### config.mk
export PLATFORM = sky130hd
export DESIGN_NAME = tci_ctrl
export DESIGN_NICKNAME = d
export VERILOG_FILES = /design/src/rtl/tci_pkg.sv /design/src/rtl/tci_ctrl.sv
export SDC_FILE = /design/constraint.sdc
export NUM_CORES = 1
export LEC_CHECK = 0
export BUFFER_PORTS_ARGS = -buffer_cell sky130_fd_sc_hd__buf_2
export CELL_PAD_IN_SITES_DETAIL_PLACEMENT = 0
export CELL_PAD_IN_SITES_GLOBAL_PLACEMENT = 2
export CORE_MARGIN = 2
export CORE_UTILIZATION = 26
export DETAILED_ROUTE_END_ITERATION = 10
export GPL_TIMING_DRIVEN = 0
export PLACE_DENSITY_LB_ADDON = 0.1
export RECOVER_POWER = 50
export SLEW_MARGIN = 20
export SYNTH_ARGS = -nofsm -noshare
export SYNTH_HDL_FRONTEND = slang
export SYNTH_SLANG_ARGS = --single-unit
### constraint.sdc
create_clock -name i_clk -period 1.92 [get_ports i_clk]
set_input_delay 0.192 -clock i_clk [delete_from_list [all_inputs] [get_ports i_clk]]
set_output_delay 0.192 -clock i_clk [all_outputs]
set_load 0.02 [all_outputs]
### src/rtl/tci_pkg.sv
// Shared types, codes, constants and the arctangent table of the turtle command interpreter.
package tci_pkg;

    localparam int XW = 36;   // CORDIC x/y datapath width
    localparam int ZW = 26;   // CORDIC angle width, 1/65536 degree
    localparam int ATAN_COUNT = 24;

    localparam logic [2:0] CMD_LONG   = 3'd0;
    localparam logic [2:0] CMD_SHORT  = 3'd1;
    localparam logic [2:0] CMD_RIGHT  = 3'd2;
    localparam logic [2:0] CMD_LEFT   = 3'd3;
    localparam logic [2:0] CMD_PUSH   = 3'd4;
    localparam logic [2:0] CMD_POP    = 3'd5;
    localparam logic [2:0] CMD_MOVE   = 3'd6;
    localparam logic [2:0] CMD_UNUSED = 3'd7;

    localparam logic [1:0] KIND_NONE = 2'd0;
    localparam logic [1:0] KIND_LINE = 2'd1;
    localparam logic [1:0] KIND_MOVE = 2'd2;

    localparam logic [1:0] STAT_OK   = 2'd0;
    localparam logic [1:0] STAT_OVF  = 2'd1;
    localparam logic [1:0] STAT_UNF  = 2'd2;
    localparam logic [1:0] STAT_SAT  = 2'd3;

    localparam logic [1:0] REG_LONG  = 2'd0;
    localparam logic [1:0] REG_SHORT = 2'd1;
    localparam logic [1:0] REG_TURN  = 2'd2;

    localparam logic [16:0] FULL_TURN    = 17'd92160;
    localparam logic [16:0] QUARTER_TURN = 17'd23040;
    localparam logic [16:0] HALF_TURN    = 17'd46080;
    localparam logic [16:0] THREEQ_TURN  = 17'd69120;
    localparam logic [29:0] GAIN_Q30     = 30'd652032874;

    typedef struct packed {
        logic [2:0]         cmd;
        logic signed [31:0] target_x;
        logic signed [31:0] target_y;
    } t_in_item;

    typedef struct packed {
        logic signed [31:0] pos_x;
        logic signed [31:0] pos_y;
        logic [16:0]        heading;
        logic [1:0]         segment_kind;
        logic [1:0]         status;
    } t_out_item;

    typedef struct packed {
        logic start;
        logic iter;
        logic round;
        logic step_commit;
        logic pop_commit;
    } t_dp_cmd;

    typedef struct packed {
        logic pop_ok;
        logic iter_last;
    } t_dp_status;

    function automatic logic [21:0] atan_deg16(input logic [4:0] i);
        logic [21:0] v;
        case (i)
            5'd0:    v = 22'd2949120;
            5'd1:    v = 22'd1740967;
            5'd2:    v = 22'd919879;
            5'd3:    v = 22'd466945;
            5'd4:    v = 22'd234379;
            5'd5:    v = 22'd117304;
            5'd6:    v = 22'd58666;
            5'd7:    v = 22'd29335;
            5'd8:    v = 22'd14668;
            5'd9:    v = 22'd7334;
            5'd10:   v = 22'd3667;
            5'd11:   v = 22'd1833;
            5'd12:   v = 22'd917;
            5'd13:   v = 22'd458;
            5'd14:   v = 22'd229;
            5'd15:   v = 22'd115;
            5'd16:   v = 22'd57;
            5'd17:   v = 22'd29;
            5'd18:   v = 22'd14;
            5'd19:   v = 22'd7;
            5'd20:   v = 22'd4;
            5'd21:   v = 22'd2;
            5'd22:   v = 22'd1;
            default: v = 22'd0;
        endcase
        return v;
    endfunction

    // {saturated, value}
    function automatic logic [32:0] sat_to32(input logic signed [XW-1:0] v);
        logic [32:0] r;
        if (v > $signed({{(XW-31){1'b0}}, 31'h7FFFFFFF})) begin
            r = {1'b1, 32'h7FFFFFFF};
        end else if (v < $signed({{(XW-31){1'b1}}, 31'h0})) begin
            r = {1'b1, 32'h80000000};
        end else begin
            r = {1'b0, v[31:0]};
        end
        return r;
    endfunction

endpackage

### src/rtl/tci_ctrl.sv
// Sequencing state machine of the turtle command interpreter.
module tci_ctrl (
    input  logic                i_clk,
    input  logic                i_rst_n,
    input  logic                i_in_valid,
    input  logic [2:0]          i_cmd,
    input  tci_pkg::t_dp_status i_status,
    input  logic                i_out_free,
    output logic                o_in_stall,
    output tci_pkg::t_dp_cmd    o_dp_cmd,
    output logic                o_out_load
);
    import tci_pkg::*;

    typedef enum logic [5:0] {
        S_IDLE = 6'b000001,
        S_ROT  = 6'b000010,
        S_RND  = 6'b000100,
        S_SAT  = 6'b001000,
        S_POP  = 6'b010000,
        S_DONE = 6'b100000
    } t_state;

    t_state r_state, n_state;
    logic   accept;

    assign accept = i_in_valid && (r_state == S_IDLE);

    always_comb begin
        n_state     = r_state;
        o_dp_cmd    = '0;
        o_out_load  = 1'b0;
        case (r_state)
            S_IDLE: begin
                if (accept) begin
                    o_dp_cmd.start = 1'b1;
                    if (i_cmd inside {CMD_LONG, CMD_SHORT}) begin
                        n_state = S_ROT;
                    end else if (i_cmd == CMD_POP && i_status.pop_ok) begin
                        n_state = S_POP;
                    end else begin
                        n_state = S_DONE;
                    end
                end
            end
            S_ROT: begin
                o_dp_cmd.iter = 1'b1;
                if (i_status.iter_last) begin
                    n_state = S_RND;
                end
            end
            S_RND: begin
                o_dp_cmd.round = 1'b1;
                n_state = S_SAT;
            end
            S_SAT: begin
                o_dp_cmd.step_commit = 1'b1;
                n_state = S_DONE;
            end
            S_POP: begin
                o_dp_cmd.pop_commit = 1'b1;
                n_state = S_DONE;
            end
            S_DONE: begin
                if (i_out_free) begin
                    o_out_load = 1'b1;
                    n_state = S_IDLE;
                end
            end
            default: n_state = S_IDLE;
        endcase
    end

    always_ff @(posedge i_clk) begin
        if (!i_rst_n) begin
            r_state <= S_IDLE;
        end else begin
            r_state <= n_state;
        end
    end

    assign o_in_stall = (r_state != S_IDLE);
endmodule

Yosys cells after proc, flatten, opt, wreduce, memory -nomap -nowiden
Index checks and enable logic that the tools add are counted.
{"block": "totals", "regBits": 6, "inputBits": 9, "wordCells": 33}
{"block": "classes", "eq_ne": 12, "n_mux": 14, "reduce_logical": 6}
{"operator": "$mux W6", "n": 5}
{"operator": "$pmux W6 S5", "n": 1}
{"operator": "$mux W1", "n": 8}
{"operator": "$eq A6 B1 Y1 const B", "n": 1}
{"operator": "$eq A6 B2 Y1 const B", "n": 1}
{"operator": "$eq A6 B3 Y1 const B", "n": 1}
{"operator": "$eq A6 B4 Y1 const B", "n": 1}
{"operator": "$eq A6 B5 Y1 const B", "n": 1}
{"operator": "$eq A6 B6 Y1 const B", "n": 1}
{"operator": "$ne A2 B2 Y1 const B", "n": 3}
{"operator": "$ne A6 B1 Y1 const B", "n": 1}
{"operator": "$eq A3 B1 Y1 const B", "n": 1}
{"operator": "$eq A3 B3 Y1 const B", "n": 1}
{"operator": "$logic_not A3 Y1", "n": 1}
{"operator": "$reduce_and A3 Y1", "n": 1}
{"operator": "$logic_and A1 B1 Y1", "n": 2}
{"operator": "$reduce_bool A2 Y1", "n": 1}
{"operator": "$reduce_or A2 Y1", "n": 1}

Depth between registers and ports, before layout
{"block": "logic_depth", "word_depth": 6, "mapped_depth": 4, "mapped_depth_nobuf": 3}

Worst setup path before layout
No wires, ideal clock.
{"block": "synth_timing", "kind": "reg2reg", "start": "reg r_state[1]", "end": "reg r_state[4]", "arrival_ps": 1202, "setup_slack_ps": 645, "path_stages_with_launch": 4, "path_buffers": 0, "path_cell_list": "dfxtp_1 nor4b_4 and3_1 nor3b_2"}
{"block": "synth_between", "elab_chain_len": 4, "word_cells_on_any_way": 13, "cone_classes": "9 x eq/ne; 1 x mux; 3 x reduce/logical"}
{"item": "start, declared", "line": "tci_ctrl.sv:24", "rtl": "t_state r_state, n_state;"}
{"item": "start signal, assigned", "line": "tci_ctrl.sv:78", "rtl": "r_state <= n_state;"}
{"item": "$eq A6 B1 Y1", "line": "tci_ctrl.sv:27, tci_ctrl.sv:33"}
{"item": "$logic_and A1 B1 Y1", "line": "tci_ctrl.sv:27", "rtl": "assign accept = i_in_valid && (r_state == S_IDLE);"}
{"item": "$ne A2 B2 Y1 (no line)"}
{"item": "$reduce_and A3 Y1 (no line)"}
Parallel ways exist; a longest one is shown, timed or not.
A chain may end at the register's enable or synchronous reset.

==> metrics.txt <==
status finished clean; largest net degree at the start of global routing 8; CTS root buf clkbuf_4; die width 42.94 um; Post-Route Skew 0.0004040 ns; # DRC 0; post-DP HPWL 764.3 um; Worst Hold Class primary input to register; Worst Path Class, Setup register to output pin; critical path endpoint o_dp_cmd[2]; number of routed nets with antenna violations 0; part of the cycle the worst path needs 86.57%; Synth Instances 46; origin of the worst setup path r_state[4]$_SDFFE_PN0P_; Post-Synth Adder-Cell Area 0%; Synth Cell Area 394.1 sq um; post-CTS setup buffers 0; Fillers 174; Req. time, crit path 1.73 ns; pwr dens 951.6 mW/mm^2; CP Depth 4; most common cell after layout, fill and taps aside buf_2; worst-skew pair later-pin latency 0.23 ns; die area 0.001843 sq mm; Slew headroom 66.10%; Total Negative Setup Slacks 0 ns; Rows 14; 1st-pass router iterations 2; via count 421; max FFs per register 6; RSZ-0062 raised after global routing no; maximum clock path buffer count 2; port buffer count 15; fin nets 75; syn_nets 55; min Tclk post-route 1.662 ns; measured slew at the worst slew-check pin 0.5047 ns; Pleak 0.2491 nW; RR Startpoint r_state[4]$_SDFFE_PN0P_; top flop regs r_state x6; Reg with most FFs r_state; Core Region 0.001454 sq mm; Max Transition Viols Final 0; diode count 0; Overflow after GRT 0; Worst VDD drop 0.3241 mV; sequential fraction of the synthesis area 30.48%; Final Util 34.85%; Die Ht 42.94 um; ratio of cells with drive above 1 in the final layout 31.25%; CTS tree built; post-CTS sizing 0; H-Tree Level Count 1; Via density 5.263; worst r2r path cells 3; Worst Path Buf+Inv 2; register bit total from synthesis 6; Top delay family on crit path simple AND/OR/NAND/NOR gates; IO Pins 16; Reg2Reg Capture Point r_state[0]$_SDFFE_PN1P_; vias in the first global route 353; CP Capture Type output pin; YS warnings 0; Syn Area/Cell 8.568 sq um; wire length per cell 11.61 um; Compound-Gate Fraction of Synth Area 20.63%; critical path's largest stage delay 0.46 ns; Setup Viol. Count Final 0; initial core utilization 27.11%; final hold violations 0; area growth from synthesis to layout 28.57%; most frequent cells in the layout 15 x buf_2, 6 x dfxtp_1, 4 x nor3_1, 4 x nor2_1; post-synthesis simple-gate area fraction 44.76%; CP Launch Type register; TritonCTS buffer count 3; synth unique cells 26; Reg clk slew, reported paths 0.04 ns; FF-to-FF setup slack 0.60 ns; mux contribution to synthesized area 0%; gr usage total 11.66%; crit path DAT 1.47 ns; CP Cell Sequence nor3_1, nand3_1, inv_1, buf_2; initial antenna violation count 0; routability cong. 0.6332; Max Freq 601.6 MHz; Max-Cap Viols 0; xor/xnor cell area share of the yosys netlist 2.222%; hold buffer count at cts 0; Hold Path Depth 2; first-pass GRT wire length 1545 um; main combinational cell family by area after synthesis simple AND/OR/NAND/NOR gates; final WL 929 um; initial DRC count 2; Worst Path Max Fanout 7; clk sinks 6; crit path max-delay cell type nor3_1
==> worst reg2reg max path, cell delays in order, from the launching register on <==
cell and delay [ns]:
dfxtp_1 0.38, nor3_1 0.46, o211ai_1 0.17, a21o_1 0.20
==> power breakdown <==
group / internal (mW) / switching (mW) / leakage [nW] / total (mW)
logic: 0.0922 / 0.102 / 0.186 / 0.195
clock network: 0.0703 / 0.0394 / 0.0138 / 0.110
registers: 0.143 / 0.0347 / 0.0490 / 0.178
total: 0.306 / 0.177 / 0.249 / 0.482
==> Yosys cell counts <==
cell,n,area (sq um)
a211oi_2,1,12.51
a21bo_2,1,10.01
a21boi_0,1,7.510
a21o_1,1,7.510
a21oi_1,1,5.000
and2_1,1,6.260
and3_1,3,18.77
and3b_1,2,17.52
clkbuf_1,1,3.750
dfxtp_1,6,120.1
inv_1,1,3.750
nand2_1,1,3.750
nand3_1,3,15.01
nand3b_1,1,7.510
nand4_1,1,6.260
nor2_1,4,15.01
nor2b_1,1,6.260
nor3_1,4,20.02
nor3b_1,2,15.01
nor3b_2,1,12.51
nor4b_1,1,8.760
nor4b_4,1,23.77
o211ai_1,2,15.01
o21ai_0,3,15.01
o311ai_0,1,8.760
xor2_1,1,8.760
==> layout make-up <==
cell class                 count  area, sq um  share of cell area [%]
sequential                     6        120.1                   23.70
tap                           16        20.02                   3.951
timing repair buffer          15        75.07                   14.81
inverter                       1        3.754                  0.7407
buffer                         1        3.754                  0.7407
clock buffer                   3        22.52                   4.444
multi-input combinational     38        261.5                   51.60
==> cells by family (layout without fill, tap and decap cells) <==
group                     after synthesis  count (layout)
and+or+nand+nor                        26              26
DFF                                     6               6
AOI/OAI and AO/OA                      11              11
xor gates and xnor gates                1               1
buffers and inverters                   2              20
==> worst min-delay path by stage <==
stage | startpoint | to | slack (ns)
finish | i_cmd[1] | r_state[4]$_SDFFE_PN0P_ | 0.15
global route | i_cmd[1] | r_state[4]$_SDFFE_PN0P_ | 0.15
CTS | i_cmd[1] | r_state[4]$_SDFFE_PN0P_ | 0.14
global placement | i_cmd[1] | r_state[4]$_SDFFE_PN0P_ | 0.40
detailed placement | i_cmd[1] | r_state[4]$_SDFFE_PN0P_ | 0.40
floorplan | i_cmd[1] | r_state[4]$_SDFFE_PN0P_ | 0.26
==> through the flow <==
step	setup WS, ns	hold WS, ns	cell area, sq um	cells	power (mW)
after global placement	0.4726	0.3993	489.2	77	0.3835
after global routing	0.1094	0.1505	506.7	80	0.5225
after CTS	0.2221	0.1432	511.7	80	0.4974
after detailed placement	0.4836	0.3985	489.2	77	0.3830
final	0.2578	0.1513	506.7	80	0.4822
after floorplan	0.6454	0.2627	394.1	46	0.3214
==> layer usage <==
layer	vias to the layer above	track usage, %	part of all wire (%)
li1	213	-	-
met2	11	15.15	48
met1	197	15.17	47
met3	0	4.255	4.8
met5	-	0	0
met4	0	9.091	0
No activity file was read; power rests on OpenSTA's default activity.
